File: src/design/lpr_pkg.sv
// Package for the LRU page replacement block.
// Holds shared widths, defaults and the link store write enable type.
// No dependencies.
`default_nettype none

package lpr_pkg;

    localparam int PAGES_DEFAULT       = 128;
    localparam int COUNT_WIDTH_DEFAULT = 32;
    localparam int PAGE_W              = 7;
    localparam int FRAME_W             = 8;
    localparam int HIT_COUNT_W         = 32;

    localparam logic [FRAME_W-1:0] FRAMES_RESET = 8'd128;

    typedef struct packed {
        logic res;
        logic older;
        logic newer;
    } lpr_we_t;

endpackage

`default_nettype wire

File: src/design/lpr_store.sv
// Link store: one synchronous memory word per page holding the resident bit
// and the older and newer links, with per-field writes and a registered read.
// Depends on lpr_pkg.
`default_nettype none

module lpr_store
    import lpr_pkg::*;
#(
    parameter int PAGES = PAGES_DEFAULT
) (
    input  wire logic                             clk,
    input  wire logic                             rd_en,
    input  wire logic [$clog2(PAGES)-1:0]         rd_addr,
    output logic      [2*$clog2(PAGES+1):0]       rd_data,
    input  wire lpr_we_t                          we,
    input  wire logic [$clog2(PAGES)-1:0]         wr_addr,
    input  wire logic                             wr_res,
    input  wire logic [$clog2(PAGES+1)-1:0]       wr_older,
    input  wire logic [$clog2(PAGES+1)-1:0]       wr_newer
);

    localparam int LW = $clog2(PAGES + 1);
    localparam int WW = 2 * LW + 1;

    logic [WW-1:0] mem [PAGES];
    logic [WW-1:0] rd_data_reg;

    always_ff @(posedge clk)
    begin
        if (we.res)
        begin
            mem[wr_addr][2*LW] <= wr_res;
        end
        if (we.older)
        begin
            mem[wr_addr][2*LW-1:LW] <= wr_older;
        end
        if (we.newer)
        begin
            mem[wr_addr][LW-1:0] <= wr_newer;
        end
        if (rd_en)
        begin
            rd_data_reg <= mem[rd_addr];
        end
    end

    assign rd_data = rd_data_reg;

endmodule

`default_nettype wire

File: src/design/lpr_ctrl.sv
// Sequencer for the LRU page replacement block: list head and tail, frame and
// hit counters, clearing sweep and the read-modify-write steps on the link store.
// Depends on lpr_pkg; drives lpr_store.
`default_nettype none

module lpr_ctrl
    import lpr_pkg::*;
#(
    parameter int PAGES       = PAGES_DEFAULT,
    parameter int COUNT_WIDTH = COUNT_WIDTH_DEFAULT
) (
    input  wire logic                         clk,
    input  wire logic                         rst_n,
    input  wire logic                         start,
    output logic                              busy,
    input  wire logic [PAGE_W-1:0]            page,
    input  wire logic                         start_run,
    input  wire logic [FRAME_W-1:0]           limit,
    output logic                              done,
    output logic                              hit,
    output logic                              evicted,
    output logic [PAGE_W-1:0]                 evicted_page,
    output logic [COUNT_WIDTH-1:0]            hits,
    output logic                              rd_en,
    output logic [$clog2(PAGES)-1:0]          rd_addr,
    input  wire logic [2*$clog2(PAGES+1):0]   rd_data,
    output lpr_we_t                           we,
    output logic [$clog2(PAGES)-1:0]          wr_addr,
    output logic                              wr_res,
    output logic [$clog2(PAGES+1)-1:0]        wr_older,
    output logic [$clog2(PAGES+1)-1:0]        wr_newer
);

    localparam int PW = $clog2(PAGES);
    localparam int LW = $clog2(PAGES + 1);
    localparam int XW = (LW > PAGE_W) ? LW : PAGE_W;
    localparam logic [LW-1:0] NIL = LW'(PAGES);
    localparam logic [PW-1:0] LAST_PAGE = PW'(PAGES - 1);

    typedef enum logic [3:0] {
        ST_IDLE,
        ST_CLEAR,
        ST_READ,
        ST_DECIDE,
        ST_VREAD,
        ST_VDEC,
        ST_V2,
        ST_H1,
        ST_H2,
        ST_A1,
        ST_A2,
        ST_DONE
    } state_t;

    state_t                 state_reg, state_next;
    logic [PW-1:0]          page_reg, page_next;
    logic                   in_range_reg, in_range_next;
    logic                   pending_reg, pending_next;
    logic [PW-1:0]          sweep_reg, sweep_next;
    logic [LW-1:0]          oldest_reg, oldest_next;
    logic [LW-1:0]          newest_reg, newest_next;
    logic [LW-1:0]          older_reg, older_next;
    logic [LW-1:0]          newer_reg, newer_next;
    logic [FRAME_W-1:0]     frames_reg, frames_next;
    logic [COUNT_WIDTH-1:0] hits_reg, hits_next;
    logic                   hit_reg, hit_next;
    logic                   evicted_reg, evicted_next;
    logic [PAGE_W-1:0]      evp_reg, evp_next;

    logic [XW-1:0]          page_ext;
    logic                   rd_res;
    logic [LW-1:0]          rd_older;
    logic [LW-1:0]          rd_newer;

    assign page_ext = XW'(page);
    assign rd_res   = rd_data[2*LW];
    assign rd_older = rd_data[2*LW-1:LW];
    assign rd_newer = rd_data[LW-1:0];

    always_comb
    begin
        state_next    = state_reg;
        page_next     = page_reg;
        in_range_next = in_range_reg;
        pending_next  = pending_reg;
        sweep_next    = sweep_reg;
        oldest_next   = oldest_reg;
        newest_next   = newest_reg;
        older_next    = older_reg;
        newer_next    = newer_reg;
        frames_next   = frames_reg;
        hits_next     = hits_reg;
        hit_next      = hit_reg;
        evicted_next  = evicted_reg;
        evp_next      = evp_reg;
        rd_en         = 1'b0;
        rd_addr       = page_reg;
        we            = '0;
        wr_addr       = page_reg;
        wr_res        = 1'b0;
        wr_older      = NIL;
        wr_newer      = NIL;

        case (state_reg)
            ST_IDLE:
            begin
                if (start)
                begin
                    page_next     = page_ext[PW-1:0];
                    in_range_next = page_ext < XW'(PAGES);
                    hit_next      = 1'b0;
                    evicted_next  = 1'b0;
                    evp_next      = '0;
                    if (start_run)
                    begin
                        oldest_next  = NIL;
                        newest_next  = NIL;
                        frames_next  = '0;
                        hits_next    = '0;
                        sweep_next   = '0;
                        pending_next = 1'b1;
                        state_next   = ST_CLEAR;
                    end
                    else
                    begin
                        state_next = ST_READ;
                    end
                end
            end
            ST_CLEAR:
            begin
                we.res  = 1'b1;
                wr_addr = sweep_reg;
                wr_res  = 1'b0;
                if (sweep_reg == LAST_PAGE)
                begin
                    pending_next = 1'b0;
                    state_next   = pending_reg ? ST_READ : ST_IDLE;
                end
                else
                begin
                    sweep_next = sweep_reg + 1'b1;
                end
            end
            ST_READ:
            begin
                if (in_range_reg)
                begin
                    rd_en      = 1'b1;
                    rd_addr    = page_reg;
                    state_next = ST_DECIDE;
                end
                else
                begin
                    state_next = ST_DONE;
                end
            end
            ST_DECIDE:
            begin
                if (rd_res)
                begin
                    hit_next = 1'b1;
                    if (~&hits_reg)
                    begin
                        hits_next = hits_reg + 1'b1;
                    end
                    older_next = rd_older;
                    newer_next = rd_newer;
                    state_next = (rd_newer < NIL) ? ST_H1 : ST_DONE;
                end
                else if ((frames_reg < limit) || !(oldest_reg < NIL))
                begin
                    if (~&frames_reg)
                    begin
                        frames_next = frames_reg + 1'b1;
                    end
                    state_next = ST_A1;
                end
                else
                begin
                    evicted_next = 1'b1;
                    evp_next     = PAGE_W'(oldest_reg);
                    state_next   = ST_VREAD;
                end
            end
            ST_VREAD:
            begin
                rd_en      = 1'b1;
                rd_addr    = oldest_reg[PW-1:0];
                state_next = ST_VDEC;
            end
            ST_VDEC:
            begin
                we.res      = 1'b1;
                wr_addr     = oldest_reg[PW-1:0];
                wr_res      = 1'b0;
                oldest_next = rd_newer;
                newer_next  = rd_newer;
                if (rd_newer < NIL)
                begin
                    state_next = ST_V2;
                end
                else
                begin
                    newest_next = NIL;
                    state_next  = ST_A1;
                end
            end
            ST_V2:
            begin
                we.older   = 1'b1;
                wr_addr    = newer_reg[PW-1:0];
                wr_older   = NIL;
                state_next = ST_A1;
            end
            ST_H1:
            begin
                if (older_reg < NIL)
                begin
                    we.newer = 1'b1;
                    wr_addr  = older_reg[PW-1:0];
                    wr_newer = newer_reg;
                end
                else
                begin
                    oldest_next = newer_reg;
                end
                state_next = ST_H2;
            end
            ST_H2:
            begin
                we.older   = 1'b1;
                wr_addr    = newer_reg[PW-1:0];
                wr_older   = older_reg;
                state_next = ST_A1;
            end
            ST_A1:
            begin
                we       = '{res: 1'b1, older: 1'b1, newer: 1'b1};
                wr_addr  = page_reg;
                wr_res   = 1'b1;
                wr_older = newest_reg;
                wr_newer = NIL;
                if (newest_reg < NIL)
                begin
                    state_next = ST_A2;
                end
                else
                begin
                    oldest_next = LW'(page_reg);
                    newest_next = LW'(page_reg);
                    state_next  = ST_DONE;
                end
            end
            ST_A2:
            begin
                we.newer    = 1'b1;
                wr_addr     = newest_reg[PW-1:0];
                wr_newer    = LW'(page_reg);
                newest_next = LW'(page_reg);
                state_next  = ST_DONE;
            end
            ST_DONE:
            begin
                state_next = ST_IDLE;
            end
            default:
            begin
                state_next = ST_IDLE;
            end
        endcase
    end

    always_ff @(posedge clk or negedge rst_n)
    begin
        if (!rst_n)
        begin
            state_reg    <= ST_CLEAR;
            pending_reg  <= 1'b0;
            sweep_reg    <= '0;
            oldest_reg   <= NIL;
            newest_reg   <= NIL;
            frames_reg   <= '0;
            hits_reg     <= '0;
            hit_reg      <= 1'b0;
            evicted_reg  <= 1'b0;
            evp_reg      <= '0;
            in_range_reg <= 1'b0;
        end
        else
        begin
            state_reg    <= state_next;
            pending_reg  <= pending_next;
            sweep_reg    <= sweep_next;
            oldest_reg   <= oldest_next;
            newest_reg   <= newest_next;
            frames_reg   <= frames_next;
            hits_reg     <= hits_next;
            hit_reg      <= hit_next;
            evicted_reg  <= evicted_next;
            evp_reg      <= evp_next;
            in_range_reg <= in_range_next;
        end
    end

    always_ff @(posedge clk)
    begin
        page_reg  <= page_next;
        older_reg <= older_next;
        newer_reg <= newer_next;
    end

    assign busy         = state_reg != ST_IDLE;
    assign done         = state_reg == ST_DONE;
    assign hit          = hit_reg;
    assign evicted      = evicted_reg;
    assign evicted_page = evp_reg;
    assign hits         = hits_reg;

endmodule

`default_nettype wire

File: src/design/lru_page_replacement.sv
// LRU page replacement, top level: frame limit register, sequencer and link store.
// Depends on lpr_pkg, lpr_ctrl and lpr_store.
// A result is strobed on done after the transfer edge, once the link store reads and writes that
// the reference needs are through; a start is taken again the cycle after.
// A reference with start_run first sweeps the store, one page a cycle.
// After reset the same sweep runs with busy high. Results cannot be stalled.
`default_nettype none

module lru_page_replacement
    import lpr_pkg::*;
#(
    parameter int PAGES       = PAGES_DEFAULT,
    parameter int COUNT_WIDTH = COUNT_WIDTH_DEFAULT
) (
    input  wire logic                     clk,
    input  wire logic                     rst_n,
    input  wire logic                     start,
    output logic                          busy,
    input  wire logic [PAGE_W-1:0]        page,
    input  wire logic                     start_run,
    input  wire logic                     cfg_wr_en,
    input  wire logic [FRAME_W-1:0]       cfg_wr_data,
    output logic                          done,
    output logic                          hit,
    output logic                          evicted,
    output logic [PAGE_W-1:0]             evicted_page,
    output logic [HIT_COUNT_W-1:0]        hit_count
);

    localparam int PW = $clog2(PAGES);
    localparam int LW = $clog2(PAGES + 1);

    logic [FRAME_W-1:0]     frames_in_use_reg;
    logic [FRAME_W-1:0]     limit;
    logic [COUNT_WIDTH-1:0] hits;
    logic                   rd_en;
    logic [PW-1:0]          rd_addr;
    logic [2*LW:0]          rd_data;
    lpr_we_t                we;
    logic [PW-1:0]          wr_addr;
    logic                   wr_res;
    logic [LW-1:0]          wr_older;
    logic [LW-1:0]          wr_newer;

    always_ff @(posedge clk or negedge rst_n)
    begin
        if (!rst_n)
        begin
            frames_in_use_reg <= FRAMES_RESET;
        end
        else if (cfg_wr_en)
        begin
            frames_in_use_reg <= cfg_wr_data;
        end
    end

    // A frame limit of zero behaves as one frame.
    assign limit = (frames_in_use_reg == '0) ? FRAME_W'(1) : frames_in_use_reg;

    lpr_ctrl #(
        .PAGES       (PAGES),
        .COUNT_WIDTH (COUNT_WIDTH)
    ) u_ctrl (
        .clk          (clk),
        .rst_n        (rst_n),
        .start        (start),
        .busy         (busy),
        .page         (page),
        .start_run    (start_run),
        .limit        (limit),
        .done         (done),
        .hit          (hit),
        .evicted      (evicted),
        .evicted_page (evicted_page),
        .hits         (hits),
        .rd_en        (rd_en),
        .rd_addr      (rd_addr),
        .rd_data      (rd_data),
        .we           (we),
        .wr_addr      (wr_addr),
        .wr_res       (wr_res),
        .wr_older     (wr_older),
        .wr_newer     (wr_newer)
    );

    lpr_store #(
        .PAGES (PAGES)
    ) u_store (
        .clk      (clk),
        .rd_en    (rd_en),
        .rd_addr  (rd_addr),
        .rd_data  (rd_data),
        .we       (we),
        .wr_addr  (wr_addr),
        .wr_res   (wr_res),
        .wr_older (wr_older),
        .wr_newer (wr_newer)
    );

    assign hit_count = HIT_COUNT_W'(hits);

    a_done_then_idle: assert property (@(posedge clk) disable iff (!rst_n)
        done |=> !busy)
        else $error("block did not return to idle after a result");

    a_accept_no_result: assert property (@(posedge clk) disable iff (!rst_n)
        (start && !busy) |=> (busy && !done))
        else $error("result strobed in the cycle after a transfer");

    a_hit_not_evict: assert property (@(posedge clk) disable iff (!rst_n)
        done |-> !(hit && evicted))
        else $error("a result reports both a hit and an eviction");

    a_evp_zero: assert property (@(posedge clk) disable iff (!rst_n)
        (done && !evicted) |-> (evicted_page == '0))
        else $error("evicted page not zero without an eviction");

endmodule

`default_nettype wire

File: config.mk
export PLATFORM = sky130hd
export DESIGN_NAME = lru_page_replacement
export DESIGN_NICKNAME = d
export VERILOG_FILES = /design/src/design/lpr_pkg.sv /design/src/design/lpr_store.sv /design/src/design/lpr_ctrl.sv /design/src/design/lru_page_replacement.sv
export SDC_FILE = /design/constraint.sdc
export NUM_CORES = 2
export LEC_CHECK = 0
export BUFFER_PORTS_ARGS = -buffer_cell sky130_fd_sc_hd__buf_2
export CORE_MARGIN = 3
export CORE_UTILIZATION = 25
export CTS_BUF_LIST = sky130_fd_sc_hd__clkbuf_8
export CTS_CLUSTER_DIAMETER = 60
export DETAILED_ROUTE_END_ITERATION = 7
export PLACE_DENSITY = 0.51
export SLEW_MARGIN = 40
export SYNTH_ARGS = -nofsm -noshare
export SYNTH_HDL_FRONTEND = slang
export SYNTH_SLANG_ARGS = --single-unit
File: constraint.sdc
create_clock -name clk -period 5.65 [get_ports clk]
set_input_delay 1.695 -clock clk [delete_from_list [all_inputs] [get_ports clk]]
set_output_delay 1.695 -clock clk [all_outputs]
set_load 0.1 [all_outputs]
==> results.sh <==
export IMPL_root_buffer="clkbuf_8"
export IMPL_drc=0
export IMPL_grt_overflow=0
export IMPL_nets=7129
export IMPL_vias_per_cell=5.001
export IMPL_via_count=61005
export IMPL_finalCritPeriodShare_pct=86.61
export IMPL_ys_async_sr_fraction_pct=3.736
export IMPL_synthCells=6587
export IMPL_clkLatencyLatePin_ps=1030
export IMPL_yosysSeqAreaShare_pct=74.81
export IMPL_grt_pass1_vias=59474
export IMPL_cp_buffers_inverters=3
export IMPL_htreeDepth=5
export IMPL_ys_seq_elements=2302
export IMPL_end_kind="flip-flop"
export IMPL_grt_pass1_wl_mm=444.1
export IMPL_hold_buffers=0
export IMPL_routed_wl_mm=314.4
export IMPL_critPathLaunchType="flip-flop"
export IMPL_wl_per_cell_um=25.77
export IMPL_setup_viol=0
export IMPL_cts_tree="yes"
export IMPL_largest_register_ffs=2176
export IMPL_drt_initial_drc_count=6716
export IMPL_area_growth_pct=19.03
export IMPL_crit_type="reg2reg"
export IMPL_path_max_fanout=34
export IMPL_start_util_pct=25.22
export IMPL_antenna_left=0
export IMPL_setup_tns_ps=0
export IMPL_hold_violations=0
export IMPL_drtPass1Iterations=6
export IMPL_synth_common_cells="edfxtp_1 (2216), nand2_1 (1324), a21oi_1 (660), nor3_1 (425), mux2i_1 (288)"
export IMPL_drive_gt1_share_pct=17.42
export IMPL_yosysMostFrequentCell="edfxtp_1"
export IMPL_synth_net_count=6617
export IMPL_post_cts_buffers=0
export IMPL_cts_sinks=2302
export IMPL_core_um2=364200
export IMPL_cp_cell_sequence="nor4b_4, buf_4, mux2i_4, buf_4, buf_4, mux2i_1, o22ai_1, nor4_1, nor2_1, nand4_1, nor4_1"
export IMPL_fillers=36232
export IMPL_period_minus_slack_ps=4893
export IMPL_cp_slowest_cell="mux2i_4"
export IMPL_status="finished clean"
export IMPL_synth_top_area_cell="edfxtp_1"
export IMPL_arrival_ps=5630
export IMPL_p_leak_nw=36.45
export IMPL_cts_made_buffers=374
export IMPL_power_density_nw_per_um2=426.9
export IMPL_antenna_found_initial=17
export IMPL_ioPinCount=63
export IMPL_required_ps=6390
export IMPL_max_freq_mhz=204.4
export IMPL_dp_slack_ps=917.1
export IMPL_hold_ws_ps=482.1
export IMPL_timing_slew_headroom_pct=34.27
export IMPL_vdd_drop_max_mv=0.5594
export IMPL_rsz0062_at_grt="false"
export IMPL_cts_repair_resized=0
export IMPL_slew_violations=0
export IMPL_hold_path_class="reg2reg"
export IMPL_port_buffer_count=62
export IMPL_clk_path_buf_depth=4
export IMPL_synthFlopType="edfxtp_1"
export IMPL_synth_edf_count=2216
export IMPL_synth_top_area_share_pct=72.46
export IMPL_layout_setup_ws_ps=756.7
export IMPL_netlist_area_um2=91840
export IMPL_crit_path_max_incr_delay_ps=670
export IMPL_fp_dieH_um=612.1
export IMPL_yosysWarnings=0
export IMPL_track_usage_pct=16.18
export IMPL_hpwl_mm=197.4
export IMPL_syn_avg_cell_area_um2=13.94
export IMPL_path_clk_slew_ps=70
export IMPL_skew_ps=76.58
export IMPL_multi_input_area_um2=22160
export IMPL_grt_max_degree=129
export IMPL_crit_top_cell="buf_4"
export IMPL_ys_types=69
export IMPL_die_area_um2=374700
export IMPL_die_w_um=612.1
export IMPL_worst_pin_slew_ps=976.9
export IMPL_crit_family="simple AND/OR/NAND/NOR gates"
export IMPL_synth_top_cells_by_area="edfxtp_1 (72%), nand2_1 (5.4%), a21oi_1 (3.6%)"
export IMPL_rows=221
export IMPL_maxCapViolations=0
export IMPL_place_congestion=0.8722
export IMPL_regArea_um2=68700
worst reg2reg max path, delay by kind of cell, from the launching register on:
kind | cells | cell delay, ps
and+or+nand+nor | 5 | 1430
buffers and inverters | 3 | 1410
muxes | 2 | 1050
DFF | 1 | 570
AOI/OAI and AO/OA | 1 | 150
kinds of logic after synthesis:
family,count (synthesis),synth area share (%)
compound gates,1196,8.071
xor+xnor,36,0.3433
fa+ha+maj,10,0.1362
buf+inv,504,2.508
flops,2302,74.81
mux,302,3.330
simple gates,2237,10.81
report_power, final:
| part | switching, mW | internal [mW] | total (mW) | leakage, nW |
|---|---|---|---|---|
| logic | 9.22 | 2.43 | 11.7 | 11.9 |
| clock network | 6.82 | 6.94 | 13.8 | 3.98 |
| registers | 0.544 | 20.7 | 21.3 | 20.6 |
| total | 16.6 | 30.1 | 46.7 | 36.4 |
final cells by class:
type	count	area share, %
timing repair buffer	612	4.978
clock buffer	385	4.847
antenna	10	0.02289
tap	4794	5.487
clock inverter	287	1.451
inverter	28	0.09614
sequential	2302	62.85
multi-input combinational	3781	20.27
cell usage in the layout (no fill, tap or decap), types with 92 or more instances in the layout:
master	count
a21oi_1	655
a221o_1	123
buf_4	466
clkbuf_8	385
clkinv_1	92
edfxtp_1	2216
inv_1	148
mux2i_1	287
nand2_1	1317
nor2_1	108
nor3_1	337
nor4_1	178
o22ai_1	116
per-layer routing:
metal | track usage, % | share of wire (%) | vias up
li1 | - | - | 26176
met1 | 21.83 | 42 | 31358
met2 | 26.09 | 47 | 2926
met3 | 2.938 | 8.0 | 535
met4 | 5.505 | 3.5 | 10
met5 | 0 | 0.019 | -
stage by stage:
stage / power [mW] / utilization [%] / cells / cell area, um^2
finish: 46.67 / 30.02 / 12199 / 109300
global route: 48.16 / 30.01 / 12194 / 109300
CTS: 46.77 / 29.99 / 12188 / 109200
floorplan: 27.14 / - / 6587 / 91840
detailed placement: 33.07 / 28.10 / 11516 / 102300
global placement: 32.66 / 27.83 / 11498 / 101400
worst paths after layout:
kind	start	endpoint	slack [ps]	cells after the start
min in group asynchronous	rst_n	u_ctrl.hits[20]$_DFFE_PN0P_	620	1
worst max-delay path	u_ctrl.state_reg[1]$_DFFE_PN0P_	u_store.rd_data[3]$_DFFE_PP_	760	11
max in group asynchronous	rst_n	u_ctrl.pending_reg$_DFFE_PN0P_	3930	2
worst max register to register	u_ctrl.state_reg[1]$_DFFE_PN0P_	u_store.rd_data[3]$_DFFE_PP_	760	11
worst min register to register	u_ctrl.evicted$_DFFE_PN0P_	u_ctrl.evicted$_DFFE_PN0P_	480	2
worst min-delay path	u_ctrl.evicted$_DFFE_PN0P_	u_ctrl.evicted$_DFFE_PN0P_	480	2
Power figures use the tool's default switching activity.
